File: config.mk
export PLATFORM = sky130hd
export DESIGN_NAME = alpha_contribution_to_sequential_top
export DESIGN_NICKNAME = d
export VERILOG_FILES = /design/src/sv/acs_pkg.sv /design/src/sv/alpha_contribution_to_sequential_top.sv /design/src/sv/acs_front.sv /design/src/sv/acs_lane_div.sv /design/src/sv/acs_merge.sv
export SDC_FILE = /design/constraint.sdc
export NUM_CORES = 1
export LEC_CHECK = 0
export BUFFER_PORTS_ARGS = -buffer_cell sky130_fd_sc_hd__buf_4
export CAP_MARGIN = 20
export CORE_MARGIN = 2
export CORE_UTILIZATION = 58
export DETAILED_ROUTE_END_ITERATION = 16
export GPL_ROUTABILITY_DRIVEN = 1
export PLACE_DENSITY_LB_ADDON = 0.05
export SYNTH_ARGS = -nofsm -noshare
export SYNTH_HDL_FRONTEND = slang
export SYNTH_HIERARCHICAL = 1
export SYNTH_SLANG_ARGS = --single-unit
export TNS_END_PERCENT = 30
File: constraint.sdc
create_clock -name i_clk -period 4.7 [get_ports i_clk]
set_clock_uncertainty 0.05 [all_clocks]
set_input_delay 0.705 -clock i_clk [delete_from_list [all_inputs] [get_ports i_clk]]
set_output_delay 0.705 -clock i_clk [all_outputs]
set_load 0.02 [all_outputs]
File: src/sv/acs_pkg.sv
package acs_pkg;

    // Limits of the layer stack
    localparam int MAX_LAYERS  = 3;
    localparam int NUM_LANES   = 3;
    localparam int LAYER_LIMIT = (MAX_LAYERS < NUM_LANES) ? MAX_LAYERS : NUM_LANES;

    // Field widths
    localparam int C_W   = 8;
    localparam int ACT_W = 2;
    localparam int NUM_W = 2 * C_W;
    localparam int SUM_W = C_W + $clog2(NUM_LANES + 1);

    localparam logic [C_W-1:0]   FULL_COVER = 8'd255;
    localparam logic [ACT_W-1:0] ACT_RESET  = 2'd3;

    // Divider pipeline: quotient bits resolved per stage
    localparam int BITS_PER_STAGE = 2;
    localparam int DIV_STAGES     = C_W / BITS_PER_STAGE;
    localparam int LATENCY        = DIV_STAGES + 2;

    typedef logic [C_W-1:0] t_byte;

    typedef struct packed {
        logic [NUM_W-1:0] num;
        t_byte            div;
    } t_lane_in;

    typedef struct packed {
        t_byte quo;
        logic  sat;
        logic  zero;
    } t_lane_out;

    typedef struct packed {
        logic valid;
        logic ovf;
    } t_ctl;

    typedef struct packed {
        t_byte part;
        logic  qbit;
    } t_step;

    // One restoring division step; expects part < div on entry
    function automatic t_step div_step(t_byte part, logic nbit, t_byte div);
        logic [C_W:0] trial;
        t_step        res;
        trial = {part, nbit};
        if (trial >= {1'b0, div}) begin
            res.part = C_W'(trial - {1'b0, div});
            res.qbit = 1'b1;
        end else begin
            res.part = trial[C_W-1:0];
            res.qbit = 1'b0;
        end
        return res;
    endfunction

endpackage

File: src/sv/alpha_contribution_to_sequential_top.sv
// Sequential alpha coverage converter. Pulse start with the three layer
// contributions of a pixel; busy is always low, so a request is taken in
// every cycle that start is high. Each request yields one registered result,
// shown for a single cycle with o_valid high. The receiver cannot stall,
// so it must take every result in that cycle. Rate is one pixel per clock:
// each layer lane owns a four-stage divider that resolves two quotient bits
// per stage, and all lanes run in lockstep. The layer count register
// (i_cfg_we / i_cfg_wdata, reset 3) is sampled as a request enters, so
// write it only while no request is in flight.
module alpha_contribution_to_sequential_top
    import acs_pkg::*;
(
    input  logic             i_clk,
    input  logic             i_rst_n,
    input  logic             start,
    output logic             busy,
    input  logic [C_W-1:0]   i_contribution_layer1,
    input  logic [C_W-1:0]   i_contribution_layer2,
    input  logic [C_W-1:0]   i_contribution_layer3,
    input  logic             i_cfg_we,
    input  logic [ACT_W-1:0] i_cfg_wdata,
    output logic             o_valid,
    output logic [C_W-1:0]   o_coverage_layer1,
    output logic [C_W-1:0]   o_coverage_layer2,
    output logic [C_W-1:0]   o_coverage_layer3,
    output logic             o_sum_overflow
);

    logic [ACT_W-1:0] r_active_layers;

    t_byte     contrib  [NUM_LANES];
    t_lane_in  lane_in  [NUM_LANES];
    t_lane_out lane_out [NUM_LANES];
    t_byte     cov      [NUM_LANES];
    logic      front_ovf;

    // control travels alongside the divider stages
    t_ctl r_ctl [0:DIV_STAGES];
    t_ctl n_ctl [0:DIV_STAGES];

    // Never hold off a request: the pipeline advances every cycle
    assign busy = 1'b0;

    // Layer count register
    always_ff @(posedge i_clk) begin
        if (!i_rst_n) begin
            r_active_layers <= ACT_RESET;
        end else if (i_cfg_we) begin
            r_active_layers <= i_cfg_wdata;
        end
    end

    assign contrib[0] = i_contribution_layer1;
    assign contrib[1] = i_contribution_layer2;
    assign contrib[2] = i_contribution_layer3;

    // Per-lane remainder, numerator and overflow check
    acs_front u_front (
        .i_contrib       (contrib),
        .i_active_layers (r_active_layers),
        .o_lane          (lane_in),
        .o_overflow      (front_ovf)
    );

    // One divider lane per layer
    for (genvar g = 0; g < NUM_LANES; g++) begin : g_lane
        acs_lane_div u_div (
            .i_clk    (i_clk),
            .i_lane   (lane_in[g]),
            .o_result (lane_out[g])
        );
    end

    always_comb begin
        n_ctl[0].valid = start & ~busy;
        n_ctl[0].ovf   = front_ovf;
        for (int s = 1; s <= DIV_STAGES; s++) begin
            n_ctl[s] = r_ctl[s-1];
        end
    end

    always_ff @(posedge i_clk) begin
        if (!i_rst_n) begin
            for (int s = 0; s <= DIV_STAGES; s++) begin
                r_ctl[s] <= '0;
            end
        end else begin
            r_ctl <= n_ctl;
        end
    end

    // Merge lanes into the output register
    acs_merge u_merge (
        .i_clk      (i_clk),
        .i_rst_n    (i_rst_n),
        .i_ctl      (r_ctl[DIV_STAGES]),
        .i_lane     (lane_out),
        .o_valid    (o_valid),
        .o_cov      (cov),
        .o_overflow (o_sum_overflow)
    );

    assign o_coverage_layer1 = cov[0];
    assign o_coverage_layer2 = cov[1];
    assign o_coverage_layer3 = cov[2];

    // A result only ever follows a request taken earlier
    a_result_has_request: assert property (@(posedge i_clk) disable iff (!i_rst_n)
        o_valid |-> $past(start, LATENCY))
        else $error("result without a matching request");

    // Overflow needs the full input sum to exceed full coverage
    a_overflow_needs_sum: assert property (@(posedge i_clk) disable iff (!i_rst_n)
        (o_valid && o_sum_overflow) |->
            $past((SUM_W'(i_contribution_layer1) + SUM_W'(i_contribution_layer2)
                   + SUM_W'(i_contribution_layer3)) > SUM_W'(FULL_COVER), LATENCY))
        else $error("overflow flagged on a small sum");

    // The top layer gives no coverage when it is not in use
    a_top_layer_off: assert property (@(posedge i_clk) disable iff (!i_rst_n)
        (o_valid && (r_active_layers < ACT_W'(NUM_LANES))) |-> (o_coverage_layer3 == '0))
        else $error("inactive top layer produced coverage");

endmodule

File: src/sv/acs_front.sv
module acs_front
    import acs_pkg::*;
(
    input  t_byte              i_contrib [NUM_LANES],
    input  logic [ACT_W-1:0]   i_active_layers,
    output t_lane_in           o_lane [NUM_LANES],
    output logic               o_overflow
);

    t_byte             c_act [NUM_LANES];
    logic [ACT_W-1:0]  layers;
    logic [SUM_W-1:0]  total;

    always_comb begin
        if (i_active_layers > ACT_W'(LAYER_LIMIT)) begin
            layers = ACT_W'(LAYER_LIMIT);
        end else begin
            layers = i_active_layers;
        end
        // drop inactive layers: a zero contribution yields a zero coverage
        for (int i = 0; i < NUM_LANES; i++) begin
            c_act[i] = (i < int'(layers)) ? i_contrib[i] : '0;
        end
        total = '0;
        for (int i = 0; i < NUM_LANES; i++) begin
            total = total + SUM_W'(c_act[i]);
        end
        o_overflow = (total > SUM_W'(FULL_COVER));
    end

    // each lane sees the coverage left over by the active layers above it
    always_comb begin
        logic [SUM_W-1:0] above;
        t_byte            rem;
        for (int i = 0; i < NUM_LANES; i++) begin
            above = '0;
            for (int j = i + 1; j < NUM_LANES; j++) begin
                above = above + SUM_W'(c_act[j]);
            end
            rem            = C_W'(SUM_W'(FULL_COVER) - above);
            o_lane[i].div  = rem;
            o_lane[i].num  = ({c_act[i], {C_W{1'b0}}} - NUM_W'(c_act[i]))
                             + NUM_W'(rem >> 1);
        end
    end

endmodule

File: src/sv/acs_lane_div.sv
module acs_lane_div
    import acs_pkg::*;
(
    input  logic      i_clk,
    input  t_lane_in  i_lane,
    output t_lane_out o_result
);

    t_byte r_part [0:DIV_STAGES];
    t_byte r_low  [0:DIV_STAGES];
    t_byte r_quo  [0:DIV_STAGES];
    t_byte r_div  [0:DIV_STAGES];
    logic  r_sat  [0:DIV_STAGES];
    logic  r_zero [0:DIV_STAGES];

    t_byte n_part [0:DIV_STAGES];
    t_byte n_low  [0:DIV_STAGES];
    t_byte n_quo  [0:DIV_STAGES];
    t_byte n_div  [0:DIV_STAGES];
    logic  n_sat  [0:DIV_STAGES];
    logic  n_zero [0:DIV_STAGES];

    always_comb begin
        t_byte part;
        t_byte low;
        t_byte quo;
        t_step st;
        // load: upper half is the first partial remainder
        n_part[0] = i_lane.num[NUM_W-1:C_W];
        n_low[0]  = i_lane.num[C_W-1:0];
        n_quo[0]  = '0;
        n_div[0]  = i_lane.div;
        n_sat[0]  = (i_lane.num[NUM_W-1:C_W] >= i_lane.div);
        n_zero[0] = (i_lane.div == '0);
        for (int s = 1; s <= DIV_STAGES; s++) begin
            part = r_part[s-1];
            low  = r_low[s-1];
            quo  = r_quo[s-1];
            for (int b = 0; b < BITS_PER_STAGE; b++) begin
                st   = div_step(part, low[C_W-1], r_div[s-1]);
                part = st.part;
                low  = low << 1;
                quo  = {quo[C_W-2:0], st.qbit};
            end
            n_part[s] = part;
            n_low[s]  = low;
            n_quo[s]  = quo;
            n_div[s]  = r_div[s-1];
            n_sat[s]  = r_sat[s-1];
            n_zero[s] = r_zero[s-1];
        end
    end

    always_ff @(posedge i_clk) begin
        r_part <= n_part;
        r_low  <= n_low;
        r_quo  <= n_quo;
        r_div  <= n_div;
        r_sat  <= n_sat;
        r_zero <= n_zero;
    end

    always_comb begin
        o_result.quo  = r_quo[DIV_STAGES];
        o_result.sat  = r_sat[DIV_STAGES];
        o_result.zero = r_zero[DIV_STAGES];
    end

endmodule

File: src/sv/acs_merge.sv
module acs_merge
    import acs_pkg::*;
(
    input  logic      i_clk,
    input  logic      i_rst_n,
    input  t_ctl      i_ctl,
    input  t_lane_out i_lane [NUM_LANES],
    output logic      o_valid,
    output t_byte     o_cov [NUM_LANES],
    output logic      o_overflow
);

    logic  r_valid;
    logic  r_ovf;
    t_byte r_cov [NUM_LANES];
    t_byte n_cov [NUM_LANES];

    // force zeros on overflow or empty remainder, clamp on saturation
    always_comb begin
        for (int i = 0; i < NUM_LANES; i++) begin
            if (i_ctl.ovf || i_lane[i].zero) begin
                n_cov[i] = '0;
            end else if (i_lane[i].sat) begin
                n_cov[i] = FULL_COVER;
            end else begin
                n_cov[i] = i_lane[i].quo;
            end
        end
    end

    always_ff @(posedge i_clk) begin
        if (!i_rst_n) begin
            r_valid <= 1'b0;
        end else begin
            r_valid <= i_ctl.valid;
        end
    end

    always_ff @(posedge i_clk) begin
        r_ovf <= i_ctl.ovf;
        r_cov <= n_cov;
    end

    assign o_valid    = r_valid;
    assign o_cov      = r_cov;
    assign o_overflow = r_ovf;

endmodule
# ---- Yosys cells after proc, flatten, opt, wreduce, memory -nomap -nowiden
# Index checks and enable logic that the tools add are counted.
dict set report totals {
  ff_bits 343
  wordCells 184
  in_bits 30
  out_inout_bits 27
}
dict set report classes {
  n_mux 31
  add_sub_neg 32
  order_cmp 32
  n_reduce_logical 4
}
# operator n
set op_table {}
lappend op_table {{9-bit 2-to-1 mux} 21}
lappend op_table {{9-bit by 8-bit >= comparator with 1-bit output} 16}
lappend op_table {{8-bit subtractor} 14}
lappend op_table {{9-bit by 8-bit >= comparator with 1-bit output, second input constant} 8}
lappend op_table {{8-bit subtractor, second input constant} 7}
lappend op_table {{8-bit 2-to-1 mux} 6}
lappend op_table {{16-bit by 8-bit subtractor with 16-bit output} 3}
lappend op_table {{16-bit by 7-bit adder with 16-bit output} 2}
lappend op_table {{16-bit by 7-bit adder with 16-bit output, second input constant} 1}
lappend op_table {{8-bit >= comparator} 2}
lappend op_table {{8-bit logical NOT} 2}
lappend op_table {{8-bit subtractor, first input constant} 2}
lappend op_table {{10-bit by 8-bit adder with 10-bit output} 1}
lappend op_table {{10-bit by 8-bit greater-than comparator with 1-bit output, second input constant} 1}
lappend op_table {{8-bit by 8-bit adder with 9-bit output} 1}
lappend op_table {{8-bit adder} 1}
lappend op_table {{8-bit >= comparator, second input constant} 1}
lappend op_table {{1-bit by 2-bit less-than comparator with 1-bit output, first input constant} 2}
lappend op_table {{1-bit 2-to-1 mux} 3}
lappend op_table {{2-bit greater-than comparator, second input constant} 1}
lappend op_table {{1-bit logical OR} 2}
lappend op_table {{2-bit less-than comparator, first input constant} 1}
lappend op_table {{2-bit 2-to-1 mux} 1}

# ---- Depth between registers and ports, before layout
dict set report depth {
  depth_word 8
  mapped_depth 27
  depth_no_buf 24
}

# ---- By module
# The synthesis kept the hierarchy.
# module instances cells_each area_each_um2 seq_area_each_um2
set by_module_without_submodules {}
lappend by_module_without_submodules {{acs_lane_div (g_lane[2].u_div)} 1 584 5906.9 2282.2}
lappend by_module_without_submodules {{acs_lane_div (g_lane[0].u_div)} 1 609 5894.4 2282.2}
lappend by_module_without_submodules {{acs_lane_div (g_lane[1].u_div)} 1 582 5809.3 2282.2}
lappend by_module_without_submodules {acs_front 1 389 2549.9 0.0}
lappend by_module_without_submodules {acs_merge 1 57 752.0 520.5}
lappend by_module_without_submodules {alpha_contribution_to_sequential_top 1 29 352.8 240.2}

# ---- Worst setup path before layout
# OpenSTA, ideal clock, no wires.
dict set report synth_timing {
  path_type {reg-to-reg}
  from {register r_active_layers[0]}
  to {register g_lane[0].u_div.r_sat, in the netlist g_lane[0].u_div/n_sat[3]}
  arrival_time_ns 4.438
  path_buffers 3
  path_stages_with_launch 27
  setup_ns 0.122
  slack_ns 0.091
  period_less_slack_ns 4.609
  required_time_ns 4.528
  path_cell_list {dfxtp_1 buf_6 and2_4 buf_6 clkbuf_1 nand2_1 ha_1 a21o_1 a41o_1 a31oi_1 o21bai_1 a21oi_1 xnor2_1 ha_1 a21o_1 a31o_2 nand2_1 xnor2_1 inv_1 ha_1 nand2b_1 a21o_1 a21o_1 a21oi_1 nor2b_1 o21ai_0 a21oi_1}
}
# element line
set synth_lines {}
lappend synth_lines {{start: declaration} alpha_contribution_to_sequential_top.sv:29} ;# logic [ACT_W-1:0] r_active_layers;
lappend synth_lines {{start signal: assignment} alpha_contribution_to_sequential_top.sv:49} ;# r_active_layers <= i_cfg_wdata;
lappend synth_lines {{end signal: assignment} acs_lane_div.sv:59} ;# r_sat <= n_sat;
lappend synth_lines {{end: declaration} acs_lane_div.sv:13} ;# logic r_sat [0:DIV_STAGES];

==> results.yml <==
synth:
  yosys.area.top_type: "dfxtp_1"
  ys_top_cells_by_count: "dfxtp_1, inv_1, ha_1"
  yosysSeqAreaShare: 0.358
  syn_area_per_cell_um2: 9.45
  async_flop_share: 0
  syn_inst: 2250
  synth.most_common_cell: "dfxtp_1"
  synth_flop_cell: "dfxtp_1"
  ys_ff_latch: 380
  ys_warn_count: 6
  synth_cell_types: 91
  syn-cell-area_mm2: 0.0213
  synth.top_cell.area_share: 0.358
  synth_edf_count: 0
  yosys-top-cells-area: "dfxtp_1, ha_1, mux2_2, inv_1, xnor2_1"
floorplan:
  die_area_mm2: 0.0382
  core_mm2: 0.0363
  die_h_um: 195
  start_util: 0.585
  die_w_um: 195
  rows: 70
  boundaryPins: 57
critical_path:
  cp.required_ns: 5.08
  r2r_slack_ns: 0.25
  start_kind: "register"
  cp-startpoint: "g_lane[2].u_div/n_div[12]$_DFF_P_"
  reg2reg_depth: 13
  worstPathMaxFanout: 9
  timing.rr.start: "g_lane[2].u_div/n_div[12]$_DFF_P_"
  endpoint: "g_lane[2].u_div/r_part[9]$_DFF_P_"
  rr_endpoint: "g_lane[2].u_div/r_part[9]$_DFF_P_"
  critical_path_arrival_ns: 4.82
  crit_type: "reg2reg"
  worst_setup_path_end_kind: "register"
cts:
  cts_buffers: 41
  path_clk_slew_ns: 0.06
  cts_tree: "done"
  cts.sinks: 380
  root_buffer: "clkbuf_16"
  ctsLongestPathBuffers: 3
  cts_hold_buf: 0
  clk_latency_ns: 0.54
  htreeDepth: 2
global_route:
  grtUsageTotal: 0.246
  grt_antenna_before_repair: 0
  grt_max_degree: 36
  grt_pass1_vias: 15600
  grt_pass1_wl_mm: 76.8
  gr-total-overflow: 0
sta:
  min_period_over_period: 0.946
  period_minus_slack_ns: 4.45
  setup_viol_count_final: 0
  holdWs_ns: 0.259
  drv_slew: 0
  rsz0062_at_grt: "yes"
  fin_tns_setup_ns: 0
  max_slew.worst_pin.slew_ns: 0.819
  hold_viol_final: 0
  fmax_mhz: 225
  maxSlewHeadroom: 0.454
routing:
  antenna_left: 0
  drt_iter0_drc: 769
  wirelength_mm: 46.7
  drt-pass1-iter-count: 6
  via_count: 15900
  avgRoutedWirePerCell_um: 16.4
  drc: 0
  via_per_inst: 5.59
layout:
  nNetsFinal: 2653
  layout-drive-gt1-share: 0.141
  nFillCells: 3011
  antennaDiodeCount: 0
  areaGrowthSynthToFinish_pct: 11.8
pwr:
  power_density_mw_per_mm2: 869
  intPower_w: 0.0125
  switching_share: 0.397
  p_sw_w: 0.00821
  power_frac_comb: 0.601
  p_leak_nw: 11.2
  power_frac_seq: 0.237
  vdd_drop_max_uv: 439
  power.share.clock: 0.162
hold_path:
  hp-start: "g_lane[2].u_div/n_low[31]$_DFF_P_"
  hold_class: "reg2reg"
placement:
  io_buffers: 55
  hpwl_mm: 36.9
  finalWeightedCongestion: 0.892
status:
  outcome: "complete, no violations"
job:
  max-cap-violations: 0
area by class of cell:
cell class	instances	area, um^2	share of cell area
multi-input cells	1568	12400	0.522
flip-flops and latches	380	7610	0.320
clock buffers	51	1130	0.0477
inverters	253	950	0.0399
repair buffers	101	788	0.0331
well taps	468	586	0.0246
clock inverters	22	298	0.0125
worst min path at each step:
stage / slack (ns) / endpoint / depth (start not counted)
after floorplan: 0.26 / g_lane[0].u_div/n_low[14]$_DFF_P_ / 0
after global placement: 0.26 / g_lane[2].u_div/o_result[7]$_DFF_P_ / 0
after detailed placement: 0.26 / g_lane[0].u_div/o_result[5]$_DFF_P_ / 0
after CTS: 0.26 / g_lane[2].u_div/r_low[31]$_DFF_P_ / 0
after global routing: 0.27 / g_lane[2].u_div/r_low[31]$_DFF_P_ / 0
final: 0.26 / g_lane[2].u_div/r_low[31]$_DFF_P_ / 0
power by group through the flow:
stage / logic [W] / clock network, W / registers [W]
detailed placement: 0.0122 / 0 / 0.00498
CTS: 0.0123 / 0.00343 / 0.00491
global placement: 0.0120 / 0 / 0.00496
floorplan: 0.00980 / 0 / 0.00484
finish: 0.0124 / 0.00334 / 0.00490
global route: 0.0139 / 0.00356 / 0.00501
flip-flops by register name (all words and copies together), names as in the netlist, 24 cells and up:
signal,flops
g_lane.u_div/n_div,96
g_lane.u_div/n_low,36
g_lane.u_div/n_quo,36
g_lane.u_div/o_result,30
g_lane.u_div/r_low,24
g_lane.u_div/r_part,96
u_merge/o_cov,24
placed cells by master (no fill, tap or decap), drive strengths merged, types with 38 or more instances in the layout:
cell | netlist | routed
a21o | 53 | 53
mux2 | 100 | 100
clkbuf | 10 | 52
o21a | 59 | 59
inv | 253 | 255
ha | 250 | 250
a21oi | 133 | 133
dfxtp | 380 | 380
nand3 | 38 | 38
xnor2 | 87 | 87
buf | 46 | 100
nand2 | 134 | 134
nor2 | 105 | 105
o21ai | 95 | 95
what timing repair did:
action,4_1_cts,5_1_grt
endpoints found under the setup margin,0,30
gates resized for setup,0,13
setup buffers,0,5
endpoints found under the hold margin,0,0
cells by family (layout without fill, tap and decap cells):
| kind of cell | after synthesis | in the layout | synth area share |
|---|---|---|---|
| compound gates | 537 | 537 | 0.174 |
| xor+xnor | 117 | 117 | 0.0482 |
| fa+ha+maj | 278 | 278 | 0.173 |
| buf+inv | 309 | 427 | 0.0609 |
| flops | 380 | 380 | 0.358 |
| mux | 123 | 123 | 0.0641 |
| other cells | 2 | 9 | 0.000353 |
| simple gates | 504 | 504 | 0.121 |
stage by stage:
| step | std cells | util | instance area [um^2] | worst slack (ns) | total power (W) |
|---|---|---|---|---|---|
| finish | 2843 | 0.654 | 23800 | 0.252 | 0.0207 |
| global route | 2843 | 0.654 | 23800 | -0.0451 | 0.0225 |
| CTS | 2837 | 0.652 | 23700 | 0.120 | 0.0207 |
| detailed placement | 2764 | 0.612 | 22300 | -0.0170 | 0.0172 |
| global placement | 2764 | 0.612 | 22300 | 0.104 | 0.0169 |
| floorplan | 2257 | - | 21300 | 0.0908 | 0.0146 |
routing by layer:
layer,GRT usage,vias up,part of all wire
li1,-,8096,-
met1,0.333,7413,0.48
met2,0.410,313,0.45
met3,0.0378,71,0.041
met4,0.0690,0,0.023
met5,0,-,0
critical path: stages, from the launching register on:
cell and delay [ns]:
dfxtp_1 0.36, inv_1 0.08, ha_1 0.36, nand3_1 0.14
o2111ai_1 0.39, and2_1 0.49, mux2_2 0.42, ha_1 0.36
o21a_1 0.21, o31ai_2 0.10, a211oi_1 0.16, or3_1 0.41
a211oi_4 0.41, mux2_2 0.39
No activity file was read; power rests on OpenSTA's default activity.
